==> src/hw/rtl/ppa_pkg.sv <==
package ppa_pkg;

    // converter resolution
    localparam int ADC_BITS = 12;

    // input function codes
    localparam logic [1:0] FUNC_SAMPLE = 2'd0;
    localparam logic [1:0] FUNC_CLOSE  = 2'd1;
    localparam logic [1:0] FUNC_REPORT = 2'd2;

    // result kinds
    localparam logic KIND_READING = 1'b0;
    localparam logic KIND_POWER   = 1'b1;

    // field widths
    localparam int MA_W  = 13;
    localparam int W_W   = 11;
    localparam int V_W   = 8;
    localparam int TOT_W = 32;
    localparam int CNT_W = 16;

    localparam logic [V_W-1:0]  VOLT_RESET = 8'd120;
    localparam logic [MA_W-1:0] MA_MAX     = '1;
    localparam logic [W_W-1:0]  W_MAX      = '1;

    // milliamp scaling: ma = floor(span * MA_NUMER / MA_DENOM)
    localparam longint unsigned MA_NUMER = 64'd3300000;
    localparam longint unsigned MA_DENOM =
        ((64'd1 << ADC_BITS) * 64'd2 * 64'd1414 * 64'd185) / 64'd1000;
    // reciprocal estimate, at most one low
    localparam int              MA_SH = 24;
    localparam longint unsigned MA_K  = (MA_NUMER << MA_SH) / MA_DENOM;

    localparam int K_W   = $clog2(MA_K + 1);
    localparam int PK_W  = ADC_BITS + K_W;
    localparam int Q_W   = MA_W + 1;
    localparam int D_W   = $clog2(MA_DENOM + 1);
    localparam int QD_W  = Q_W + D_W;
    localparam int N_W   = $clog2(MA_NUMER + 1);
    localparam int PN_W  = ADC_BITS + N_W;

    // power scaling
    localparam int W_SCALE = 1000;
    localparam int NUM_W   = TOT_W + V_W;
    localparam int DEN_W   = CNT_W + 10;
    localparam int DCNT_W  = $clog2(W_W);

    // controller to datapath commands
    typedef struct packed {
        logic sample_upd;
        logic close_latch;
        logic ma_k;
        logic ma_qd;
        logic ma_pn;
        logic ma_fin;
        logic pw_mul;
        logic pw_sat;
        logic pw_div;
        logic pw_fin;
    } t_cmd;

    // datapath to controller status
    typedef struct packed {
        logic count_zero;
        logic div_last;
        logic out_free;
    } t_status;

endpackage

==> src/hw/rtl/current_peak_to_peak_power_averager.sv <==
// sample transfers: back to back, one per cycle
// window close: states MA_K, MA_QD, MA_PN, MA_FIN (reciprocal multiply chain), then the result; next transfer in idle
// power report: states PW_MUL, PW_SAT, PW_DIV (restoring divider, saturated or not), PW_FIN, then the result;
// next transfer in idle; a result still waiting at the output holds MA_FIN or PW_FIN until it is taken
// report with no readings and unused function codes: stays idle, no result
// reset (synchronous, active low): window empty, total and count zero, line voltage 120
module current_peak_to_peak_power_averager (
    input  logic                        i_clk,
    input  logic                        i_rst_n,
    // item input
    input  logic                        i_in_valid,
    output logic                        o_in_ready,
    input  logic [1:0]                  i_func,
    input  logic [11:0]                 i_sample,
    // line voltage register
    input  logic                        i_cfg_we,
    input  logic [ppa_pkg::V_W-1:0]     i_cfg_wdata,
    // result output
    output logic                        o_out_valid,
    input  logic                        i_out_ready,
    output logic                        o_kind,
    output logic [ppa_pkg::MA_W-1:0]    o_milliamps,
    output logic                        o_range_error,
    output logic [ppa_pkg::W_W-1:0]     o_watts
);

    // controller sequences the multiply steps of a close and the
    // divider steps of a report; the datapath holds all arithmetic state
    ppa_pkg::t_cmd    cmd;
    ppa_pkg::t_status status;

    // accepts a transfer only in idle; samples return to idle at once
    ppa_ctrl u_ctrl (
        .i_clk      (i_clk),
        .i_rst_n    (i_rst_n),
        .i_in_valid (i_in_valid),
        .i_func     (i_func),
        .i_status   (status),
        .o_in_ready (o_in_ready),
        .o_cmd      (cmd)
    );

    // min/max window, milliamp scaling, running total and the power divider;
    // the result register lets the next item in while a result waits
    ppa_dp u_dp (
        .i_clk         (i_clk),
        .i_rst_n       (i_rst_n),
        .i_cmd         (cmd),
        .o_status      (status),
        .i_sample      (i_sample),
        .i_cfg_we      (i_cfg_we),
        .i_cfg_wdata   (i_cfg_wdata),
        .i_out_ready   (i_out_ready),
        .o_out_valid   (o_out_valid),
        .o_kind        (o_kind),
        .o_milliamps   (o_milliamps),
        .o_range_error (o_range_error),
        .o_watts       (o_watts)
    );

endmodule

==> src/hw/rtl/ppa_ctrl.sv <==
module ppa_ctrl (
    input  logic              i_clk,
    input  logic              i_rst_n,
    input  logic              i_in_valid,
    input  logic [1:0]        i_func,
    input  ppa_pkg::t_status  i_status,
    output logic              o_in_ready,
    output ppa_pkg::t_cmd     o_cmd
);

    typedef enum logic [3:0] {
        S_IDLE,
        S_MA_K,
        S_MA_QD,
        S_MA_PN,
        S_MA_FIN,
        S_PW_MUL,
        S_PW_SAT,
        S_PW_DIV,
        S_PW_FIN
    } t_state;

    t_state r_state;
    t_state n_state;

    assign o_in_ready = (r_state == S_IDLE);

    always_comb begin
        n_state = r_state;
        o_cmd   = '0;
        case (r_state)
            S_IDLE: begin
                if (i_in_valid) begin
                    case (i_func)
                        ppa_pkg::FUNC_SAMPLE: begin
                            o_cmd.sample_upd = 1'b1;
                        end
                        ppa_pkg::FUNC_CLOSE: begin
                            o_cmd.close_latch = 1'b1;
                            n_state           = S_MA_K;
                        end
                        ppa_pkg::FUNC_REPORT: begin
                            if (!i_status.count_zero) n_state = S_PW_MUL;
                        end
                        default: ;
                    endcase
                end
            end
            S_MA_K: begin
                o_cmd.ma_k = 1'b1;
                n_state    = S_MA_QD;
            end
            S_MA_QD: begin
                o_cmd.ma_qd = 1'b1;
                n_state     = S_MA_PN;
            end
            S_MA_PN: begin
                o_cmd.ma_pn = 1'b1;
                n_state     = S_MA_FIN;
            end
            S_MA_FIN: begin
                if (i_status.out_free) begin
                    o_cmd.ma_fin = 1'b1;
                    n_state      = S_IDLE;
                end
            end
            S_PW_MUL: begin
                o_cmd.pw_mul = 1'b1;
                n_state      = S_PW_SAT;
            end
            S_PW_SAT: begin
                o_cmd.pw_sat = 1'b1;
                n_state      = S_PW_DIV;
            end
            S_PW_DIV: begin
                o_cmd.pw_div = 1'b1;
                if (i_status.div_last) n_state = S_PW_FIN;
            end
            S_PW_FIN: begin
                if (i_status.out_free) begin
                    o_cmd.pw_fin = 1'b1;
                    n_state      = S_IDLE;
                end
            end
            default: n_state = S_IDLE;
        endcase
    end

    always_ff @(posedge i_clk) begin
        if (!i_rst_n) begin
            r_state <= S_IDLE;
        end else begin
            r_state <= n_state;
        end
    end

endmodule

==> src/hw/rtl/ppa_dp.sv <==
module ppa_dp (
    input  logic                            i_clk,
    input  logic                            i_rst_n,
    input  ppa_pkg::t_cmd                   i_cmd,
    output ppa_pkg::t_status                o_status,
    input  logic [11:0]                     i_sample,
    input  logic                            i_cfg_we,
    input  logic [ppa_pkg::V_W-1:0]         i_cfg_wdata,
    input  logic                            i_out_ready,
    output logic                            o_out_valid,
    output logic                            o_kind,
    output logic [ppa_pkg::MA_W-1:0]        o_milliamps,
    output logic                            o_range_error,
    output logic [ppa_pkg::W_W-1:0]         o_watts
);

    localparam int AB = ppa_pkg::ADC_BITS;

    // window and accumulation state
    logic [AB:0]                    r_wmin;
    logic [AB-1:0]                  r_wmax;
    logic [ppa_pkg::TOT_W-1:0]      r_total;
    logic [ppa_pkg::CNT_W-1:0]      r_count;
    logic [ppa_pkg::V_W-1:0]        r_volt;

    // milliamp path
    logic [AB-1:0]                  r_span;
    logic                           r_empty;
    logic [ppa_pkg::PK_W-1:0]       r_pk;
    logic [ppa_pkg::Q_W-1:0]        r_q;
    logic [ppa_pkg::QD_W-1:0]       r_qd;
    logic [ppa_pkg::PN_W-1:0]       r_pn;

    // power path
    logic [ppa_pkg::NUM_W-1:0]      r_num;
    logic [ppa_pkg::DEN_W-1:0]      r_den;
    logic [ppa_pkg::NUM_W-1:0]      r_rem;
    logic [ppa_pkg::NUM_W-1:0]      r_dsh;
    logic [ppa_pkg::W_W-1:0]        r_quo;
    logic [ppa_pkg::DCNT_W-1:0]     r_dcnt;

    // output register
    logic                           r_out_valid;
    logic                           r_kind;
    logic [ppa_pkg::MA_W-1:0]       r_ma;
    logic                           r_err;
    logic [ppa_pkg::W_W-1:0]        r_watts;

    logic [AB-1:0]                  code;
    logic [ppa_pkg::Q_W-1:0]        q_est;
    logic [ppa_pkg::PN_W-1:0]       rem_ma;
    logic [ppa_pkg::Q_W-1:0]        q_fix;
    logic [ppa_pkg::MA_W-1:0]       ma_val;
    logic [ppa_pkg::TOT_W:0]        tot_sum;
    logic                           pw_over;
    logic                           rem_ge;
    logic                           out_load;

    assign code   = AB'(i_sample);
    assign q_est  = ppa_pkg::Q_W'(r_pk >> ppa_pkg::MA_SH);
    assign rem_ma = r_pn - ppa_pkg::PN_W'(r_qd);
    assign q_fix  = r_q + ppa_pkg::Q_W'(rem_ma >= ppa_pkg::PN_W'(ppa_pkg::MA_DENOM));

    always_comb begin
        if (r_empty) begin
            ma_val = '0;
        end else if (q_fix > ppa_pkg::Q_W'(ppa_pkg::MA_MAX)) begin
            ma_val = ppa_pkg::MA_MAX;
        end else begin
            ma_val = ppa_pkg::MA_W'(q_fix);
        end
    end

    assign tot_sum  = {1'b0, r_total} + (ppa_pkg::TOT_W + 1)'(ma_val);
    assign pw_over  = r_num >= (ppa_pkg::NUM_W'(r_den) << ppa_pkg::W_W);
    assign rem_ge   = r_rem >= r_dsh;
    assign out_load = i_cmd.ma_fin | i_cmd.pw_fin;

    assign o_status.count_zero = (r_count == '0);
    assign o_status.div_last   = (r_dcnt == '0);
    assign o_status.out_free   = !r_out_valid || i_out_ready;

    // control state
    always_ff @(posedge i_clk) begin
        if (!i_rst_n) begin
            r_wmin      <= (AB + 1)'(1) << AB;
            r_wmax      <= '0;
            r_total     <= '0;
            r_count     <= '0;
            r_volt      <= ppa_pkg::VOLT_RESET;
            r_out_valid <= 1'b0;
        end else begin
            if (i_cfg_we) r_volt <= i_cfg_wdata;
            if (i_cmd.sample_upd) begin
                if (code > r_wmax) r_wmax <= code;
                if ({1'b0, code} < r_wmin) r_wmin <= {1'b0, code};
            end
            if (i_cmd.close_latch) begin
                r_wmin <= (AB + 1)'(1) << AB;
                r_wmax <= '0;
            end
            if (i_cmd.ma_fin) begin
                r_total <= tot_sum[ppa_pkg::TOT_W] ? '1 : tot_sum[ppa_pkg::TOT_W-1:0];
                if (r_count != '1) r_count <= r_count + 1'b1;
            end
            if (i_cmd.pw_fin) begin
                r_total <= '0;
                r_count <= '0;
            end
            if (out_load) begin
                r_out_valid <= 1'b1;
            end else if (i_out_ready) begin
                r_out_valid <= 1'b0;
            end
        end
    end

    // payload
    always_ff @(posedge i_clk) begin
        if (i_cmd.close_latch) begin
            r_empty <= {1'b0, r_wmax} < r_wmin;
            r_span  <= r_wmax - r_wmin[AB-1:0];
        end
        if (i_cmd.ma_k) r_pk <= ppa_pkg::PK_W'(r_span) * ppa_pkg::PK_W'(ppa_pkg::MA_K);
        if (i_cmd.ma_qd) begin
            r_q  <= q_est;
            r_qd <= ppa_pkg::QD_W'(q_est) * ppa_pkg::QD_W'(ppa_pkg::MA_DENOM);
        end
        if (i_cmd.ma_pn) begin
            r_pn <= ppa_pkg::PN_W'(r_span) * ppa_pkg::PN_W'(ppa_pkg::MA_NUMER);
        end
        if (i_cmd.pw_mul) begin
            r_num <= ppa_pkg::NUM_W'(r_total) * ppa_pkg::NUM_W'(r_volt);
            r_den <= ppa_pkg::DEN_W'(r_count) * ppa_pkg::DEN_W'(ppa_pkg::W_SCALE);
        end
        if (i_cmd.pw_sat) begin
            r_quo  <= pw_over ? ppa_pkg::W_MAX : '0;
            r_rem  <= pw_over ? '0 : r_num;
            r_dsh  <= ppa_pkg::NUM_W'(r_den) << (ppa_pkg::W_W - 1);
            r_dcnt <= ppa_pkg::DCNT_W'(ppa_pkg::W_W - 1);
        end
        // restoring division, one quotient bit per cycle
        if (i_cmd.pw_div) begin
            if (rem_ge) r_rem <= r_rem - r_dsh;
            r_quo  <= pw_over ? r_quo : {r_quo[ppa_pkg::W_W-2:0], rem_ge};
            r_dsh  <= r_dsh >> 1;
            r_dcnt <= r_dcnt - 1'b1;
        end
        if (i_cmd.ma_fin) begin
            r_kind  <= ppa_pkg::KIND_READING;
            r_ma    <= ma_val;
            r_err   <= r_empty;
            r_watts <= '0;
        end
        if (i_cmd.pw_fin) begin
            r_kind  <= ppa_pkg::KIND_POWER;
            r_ma    <= '0;
            r_err   <= 1'b0;
            r_watts <= r_quo;
        end
    end

    assign o_out_valid   = r_out_valid;
    assign o_kind        = r_kind;
    assign o_milliamps   = r_ma;
    assign o_range_error = r_err;
    assign o_watts       = r_watts;

endmodule

==> config.mk <==
export PLATFORM = sky130hd
export DESIGN_NAME = current_peak_to_peak_power_averager
export DESIGN_NICKNAME = d
export VERILOG_FILES = /design/src/hw/rtl/ppa_pkg.sv /design/src/hw/rtl/current_peak_to_peak_power_averager.sv /design/src/hw/rtl/ppa_ctrl.sv /design/src/hw/rtl/ppa_dp.sv
export SDC_FILE = /design/constraint.sdc
export NUM_CORES = 2
export LEC_CHECK = 0
export BUFFER_PORTS_ARGS = -buffer_cell sky130_fd_sc_hd__buf_2
export CAP_MARGIN = 20
export CORE_MARGIN = 10
export CORE_UTILIZATION = 50
export CTS_BUF_LIST = sky130_fd_sc_hd__clkbuf_16
export DETAILED_ROUTE_END_ITERATION = 10
export GPL_TIMING_DRIVEN = 0
export PLACE_DENSITY_LB_ADDON = 0.3
export SLEW_MARGIN = 20
export SYNTH_ARGS = -nofsm -noshare
export SYNTH_HDL_FRONTEND = slang
export SYNTH_HIERARCHICAL = 1
export SYNTH_SLANG_ARGS = --single-unit
==> constraint.sdc <==
create_clock -name i_clk -period 9.57 [get_ports i_clk]
set_input_delay 1.914 -clock i_clk [delete_from_list [all_inputs] [get_ports i_clk]]
set_output_delay 1.914 -clock i_clk [all_outputs]
set_load 0.01 [all_outputs]
# [Yosys cells after proc, flatten, opt, wreduce, memory -nomap -nowiden]
# Cells that the tools add are included.
[word_totals] ff_bits=392 word_cells=117 output_inout_bits=28 input_bits=27
[classes] n_reduce_logical=17 n_lt_le_gt_ge=7 muxes=38 n_bitwise=2 add_sub_neg=7 multipliers=5 eq_ne=17
[ops] op="two-way mux 40 bit" n=4
[ops] op="two-way mux 11 bit" n=6
[ops] op="greater-or-equal comparator 40 x 36 -> 1 bit" n=1
[ops] op="greater-or-equal comparator 40 x 37 -> 1 bit" n=1
[ops] op="multiplier 32 x 8 -> 40 bit" n=1
[ops] op="subtractor 40 x 36 -> 40 bit" n=1
[ops] op="multiplier 12 x 25 -> 37 bit (second input constant)" n=1
[ops] op="two-way mux 36 bit" n=1
[ops] op="two-way mux 35 bit" n=1
[ops] op="greater-or-equal comparator 34 x 22 -> 1 bit (second input constant)" n=1
[ops] op="multiplier 13 x 22 -> 34 bit (second input constant)" n=1
[ops] op="subtractor 34 bit" n=1
[ops] op="adder 32 x 13 -> 33 bit" n=1
[ops] op="two-way mux 32 bit" n=1
[ops] op="one-hot mux 4 bit (8 select lines)" n=1
[ops] op="multiplier 12 x 17 -> 29 bit (second input constant)" n=1
[ops] op="less-than comparator 12 x 13 -> 1 bit" n=2
[ops] op="two-way mux 13 bit" n=2
[ops] op="two-way mux 4 bit" n=6
[ops] op="multiplier 16 x 7 -> 23 bit (second input constant)" n=1
[ops] op="adder 16 x 1 -> 16 bit (second input constant)" n=1
[ops] op="equality test 4 x 3 -> 1 bit (second input constant)" n=4
[ops] op="logical NOT 16 bit" n=1
[ops] op="!= test 16 bit (second input constant)" n=1
[ops] op="other kinds (27)" n=51

# [Longest topological paths before layout]
[depth] word_depth=8 depth_mapped=34

# [By module]
# Netlist, hierarchy kept.
[by_module_without_submodules] module="ppa_dp" cells_each=3977 seq_area_each_um2=9409.0 area_per_inst_um2=39011.2 n_inst=1
[by_module_without_submodules] module="ppa_ctrl" cells_each=48 seq_area_each_um2=80.1 area_per_inst_um2=392.9 n_inst=1

# [Worst setup path before layout]
# No wires, ideal clock.
[synth_timing] path_kind="register -> register" from="reg u_dp/r_pn[6] in the netlist's numbering" to="reg u_dp/r_total[31] in the netlist's numbering" arrival_ps=6896 path_stages_with_launch=34 required_ps=9454 n_path_buf=4 slack_ps=2557 path_cell_list="edfxtp_1 > ha_1 > a21o_1 > a41o_2 > and4_1 > nor3_1 > xor2_1 > a311oi_1 > a2111oi_0 > nand3_1 > o211ai_1 > o2111ai_1 > or4_1 > ha_1 > and3_1 > and3_1 > clkbuf_1 > nand3_1 > clkbuf_1 > a21oi_1 > fa_1 > a21o_1 > a21oi_1 > o21bai_1 > a21oi_1 > o21bai_1 > a21o_1 > a211oi_1 > or4_1 > clkbuf_1 > or2_2 > clkbuf_1 > nand3_1 > o211a_1"
[synth_between] elab_chain_cells=8
[synth_rtl] element="from (decl)" line_no="ppa_dp.sv:32" source="logic [ppa_pkg::PN_W-1:0] r_pn;"
[synth_rtl] element="from (signal assigned)" line_no="ppa_dp.sv:130" source="r_pn <= ppa_pkg::PN_W'(r_span) * ppa_pkg::PN_W'(ppa_pkg::MA_NUMER);"
[synth_rtl] element="subtractor 34 bit *" line_no="ppa_dp.sv:61" source="assign rem_ma = r_pn - ppa_pkg::PN_W'(r_qd);"
[synth_rtl] element="greater-or-equal comparator 34 x 22 -> 1 bit *" line_no="ppa_dp.sv:62" source="assign q_fix = r_q + ppa_pkg::Q_W'(rem_ma >= ppa_pkg::PN_W'(ppa_pkg::MA_DENOM));"
[synth_rtl] element="adder 13 x 1 -> 14 bit *" line_no="ppa_dp.sv:62"
[synth_rtl] element="> comparator 14 x 13 -> 1 bit" line_no="ppa_dp.sv:67" source="end else if (q_fix > ppa_pkg::Q_W'(ppa_pkg::MA_MAX)) begin"
[synth_rtl] element="two-way mux 13 bit *" line_no="ppa_dp.sv:67"
[synth_rtl] element="two-way mux 13 bit *" line_no="ppa_dp.sv:65" source="if (r_empty) begin"
[synth_rtl] element="via u_dp.ma_val (one bit)" line_no="ppa_dp.sv:53" source="logic [ppa_pkg::MA_W-1:0] ma_val;"
[synth_rtl] element="adder 32 x 13 -> 33 bit *" line_no="ppa_dp.sv:74" source="assign tot_sum = {1'b0, r_total} + (ppa_pkg::TOT_W + 1)'(ma_val);"
[synth_rtl] element="two-way mux 32 bit *" line_no="ppa_dp.sv:103" source="r_total <= tot_sum[ppa_pkg::TOT_W] ? '1 : tot_sum[ppa_pkg::TOT_W-1:0];"
[synth_rtl] element="to (signal assigned)" line_no="ppa_dp.sv:103"
[synth_rtl] element="to (decl)" line_no="ppa_dp.sv:22" source="logic [ppa_pkg::TOT_W-1:0] r_total;"
# The timed path passes the listed nets; every way through them passes the cells marked *.
# A chain may end at the register's enable or synchronous reset.

# [Worst setup path after layout]
[layout_timing] from="reg u_dp/r_pn[8] in the netlist's numbering" to="reg u_dp/r_total[31] in the netlist's numbering"
# Same word-level chain as after synthesis.

==> flow_metrics.py <==
metrics = {
    "outcome": {
        "status": "completed",
    },
    "synthesis": {
        "synth-compound-area-share": 0.118,
        "seq_area_frac_synth": 0.241,
        "synth-edff-count": 222,
        "synth_seq_cells": 363,
        "netlist_area_um2": 39400,
        "synth_ff_type": "edfxtp_1",
        "synth-xor-area-share": 0.0438,
        "synth_cell_types": 84,
        "synth_area_per_cell_um2": 9.79,
        "syn_inst": 4025,
        "synth_fp_nets": 5012,
        "async_reset_ff_frac": 0,
        "synth_fa_ha_area_frac": 0.386,
        "synthDominantCellAreaShare": 0.216,
        "yosysWarningCount": 6,
        "yosys-top-cells-area": "fa_1, ha_1, edfxtp_1",
        "synthSimpleGateAreaFrac": 0.122,
        "synth_area_leader_cell": "fa_1",
        "synth.area.mux_share": 0.0141,
        "synth_top_family_by_area": "adder cells",
    },
    "global_route": {
        "grt_overflow": 0,
        "antenna_found_initial": 0,
        "grt_max_degree": 41,
        "grt_util_all_layers": 0.202,
        "grt_pass1_wl_um": 149000,
        "grt_pass1_vias": 28800,
    },
    "pwr": {
        "sw_frac_of_total": 0.414,
        "internal_power_mw": 5.09,
        "powerDensity_nw_per_um2": 204,
        "power_mw": 8.68,
        "power.leakage_nw": 21.0,
        "clock_power_share": 0.186,
        "ir_worst_vdd_uv": 369,
        "p_switching_mw": 3.59,
        "p_seq_frac": 0.243,
        "combPwrFrac": 0.571,
    },
    "timing": {
        "slew_violations": 0,
        "hold_slack_ns": 0.448,
        "worst_pin_slew_ns": 1.01,
        "fin_skew_ns": 0.0365,
        "setup_slack_ns": 0.903,
        "slew_headroom": 0.319,
        "setup_viol": 0,
        "maxClockFrequency_mhz": 115,
        "rsz0062_at_grt": "false",
        "fin_crit_ns": 8.67,
        "hold_viol_final": 0,
        "fin_crit_sh": 0.906,
        "tns_ns": 0,
    },
    "clocking": {
        "post_cts_buffers": 0,
        "cts_buffers": 43,
        "cts_tree": "yes",
        "clk_path_buf_depth": 3,
        "clk_pin_slew_ns": 0.06,
        "post_cts_resized": 0,
        "numClockSinks": 363,
        "clock-root-buffer": "clkbuf_16",
        "worstSkewPairLatency_ns": 0.60,
        "htree_num_levels": 2,
        "hold_buffers": 0,
    },
    "die": {
        "die_w_um": 301,
        "io_pins": 55,
        "dieArea_um2": 90400,
        "coreArea_um2": 77800,
        "num_rows": 102,
        "die_h_um": 301,
        "initial_core_util": 0.506,
    },
    "route": {
        "ant_nets": 0,
        "drc": 0,
        "vias": 28100,
        "routedWlPerCell_um": 17.4,
        "firstDrtPassIters": 6,
        "routed_via_density": 5.40,
        "wl_um": 90800,
        "drt_iter0_markers": 1498,
    },
    "finish": {
        "fin_util": 0.546,
        "syn_to_final_growth_pct": 7.81,
        "nets": 5121,
        "diodes": 0,
        "final_common_cell": "inv_1",
        "final_cell_mix": "inv_1, ha_1, fa_1",
        "drive_above_1_share": 0.0429,
    },
    "setup_path": {
        "end_kind": "flop",
        "arrival_ns": 9.13,
        "critPathSlowestCell": "or4_1",
        "max_stage_delay_ns": 0.60,
        "critPathMaxFanout": 10,
        "start_kind": "flop",
        "crit_type": "reg2reg",
        "worstPathRequired_ns": 10.04,
    },
    "flow_run": {
        "maxCapViolCount": 0,
    },
    "place": {
        "dpl.hpwl_um": 74500,
        "io_buffers": 53,
        "pre_cts_ws_ns": 1.05,
        "gp_congestion": 0.907,
    },
    "hold_path": {
        "min_path_type": "reg2reg",
    },
}
area by class of cell:
type / instances / area [µm²]
buffer: 130 / 498
inverter: 659 / 2470
sequential: 363 / 9490
clock buffer: 46 / 1150
tap: 1040 / 1300
fill: 7003 / 35400
multi-input combinational: 2873 / 27000
clock inverter: 34 / 240
timing repair buffer: 64 / 352
power by group through the flow:
stage / logic (mW) / clock network (mW) / registers, mW
3_5_place_dp: 4.95 / 0 / 2.14
3_3_place_gp: 4.87 / 0 / 2.14
2_1_floorplan: 3.80 / 0 / 2.10
5_1_grt: 5.67 / 1.71 / 2.11
4_1_cts: 4.99 / 1.66 / 2.11
6_report: 4.96 / 1.62 / 2.11
flip-flops by register name (all words and copies together) (netlist names), 12 cells and up:
register and flops:
u_dp/r_wmin 13, u_dp/o_milliamps 13, u_dp/r_dsh 36, u_dp/r_qd 34, u_dp/r_span 12, u_dp/r_count 16, u_dp/r_den 23, u_dp/r_total 32
u_dp/r_wmax 12, u_dp/r_pk 13, u_dp/r_pn 29, u_dp/r_rem 40, u_dp/r_num 40
kinds of logic (layout without fill, tap and decap cells):
kind of cell,Yosys count,after routing
AND/OR/NAND/NOR,963,963
adder cells (fa/ha/maj),960,960
buffers and inverters,789,933
AO/OA/AOI/OAI,698,698
flip-flops,363,363
XOR/XNOR,197,197
multiplexers,55,55
per-stage QoR:
stage	area (µm²)	std cells
2_1_floorplan	39400	4025
3_3_place_gp	41000	5118
3_5_place_dp	41100	5129
4_1_cts	42500	5209
5_1_grt	42500	5209
6_report	42500	5209
metal layers:
| metal | part of all wire | track usage | up-vias |
|---|---|---|---|
| li1 | - | - | 13800 |
| met1 | 0.44 | 0.262 | 13700 |
| met2 | 0.49 | 0.355 | 568 |
| met3 | 0.041 | 0.0228 | 110 |
| met4 | 0.024 | 0.0530 | 0 |
| met5 | 0 | 0 | - |
critical path, delay by kind of cell (launching register included):
| family | cells | cell delay, ns |
|---|---|---|
| AOI/OAI and AO/OA | 16 | 3.53 |
| adders and majority gates | 3 | 1.11 |
| buffers and inverters | 4 | 1.33 |
| DFF | 1 | 0.44 |
| muxes | 1 | 0.15 |
| and+or+nand+nor | 9 | 2.00 |
path summary, 6_finish.rpt:
| path | startpoint | end | slack [ns] | cells after the start |
|---|---|---|---|---|
| hold reg to reg | u_dp/o_kind | u_dp/o_kind | 0.45 | 1 |
| setup reg to reg | u_dp/r_pn[8] | u_dp/r_total[31] | 0.90 | 33 |
| setup / recovery | u_dp/r_pn[8] | u_dp/r_total[31] | 0.90 | 33 |
| hold / removal | u_dp/o_kind | u_dp/o_kind | 0.45 | 1 |
synth_stat cells (106+ instances only):
master	count
clkbuf_1	106
a21oi_1	225
inv_1	659
fa_1	426
edfxtp_1	222
ha_1	534
xnor2_1	133
nand2_1	285
dfxtp_1	141
and2_1	139
nor2_1	188
a21o_1	111
Note: power is estimated with default switching activity, not from simulation.
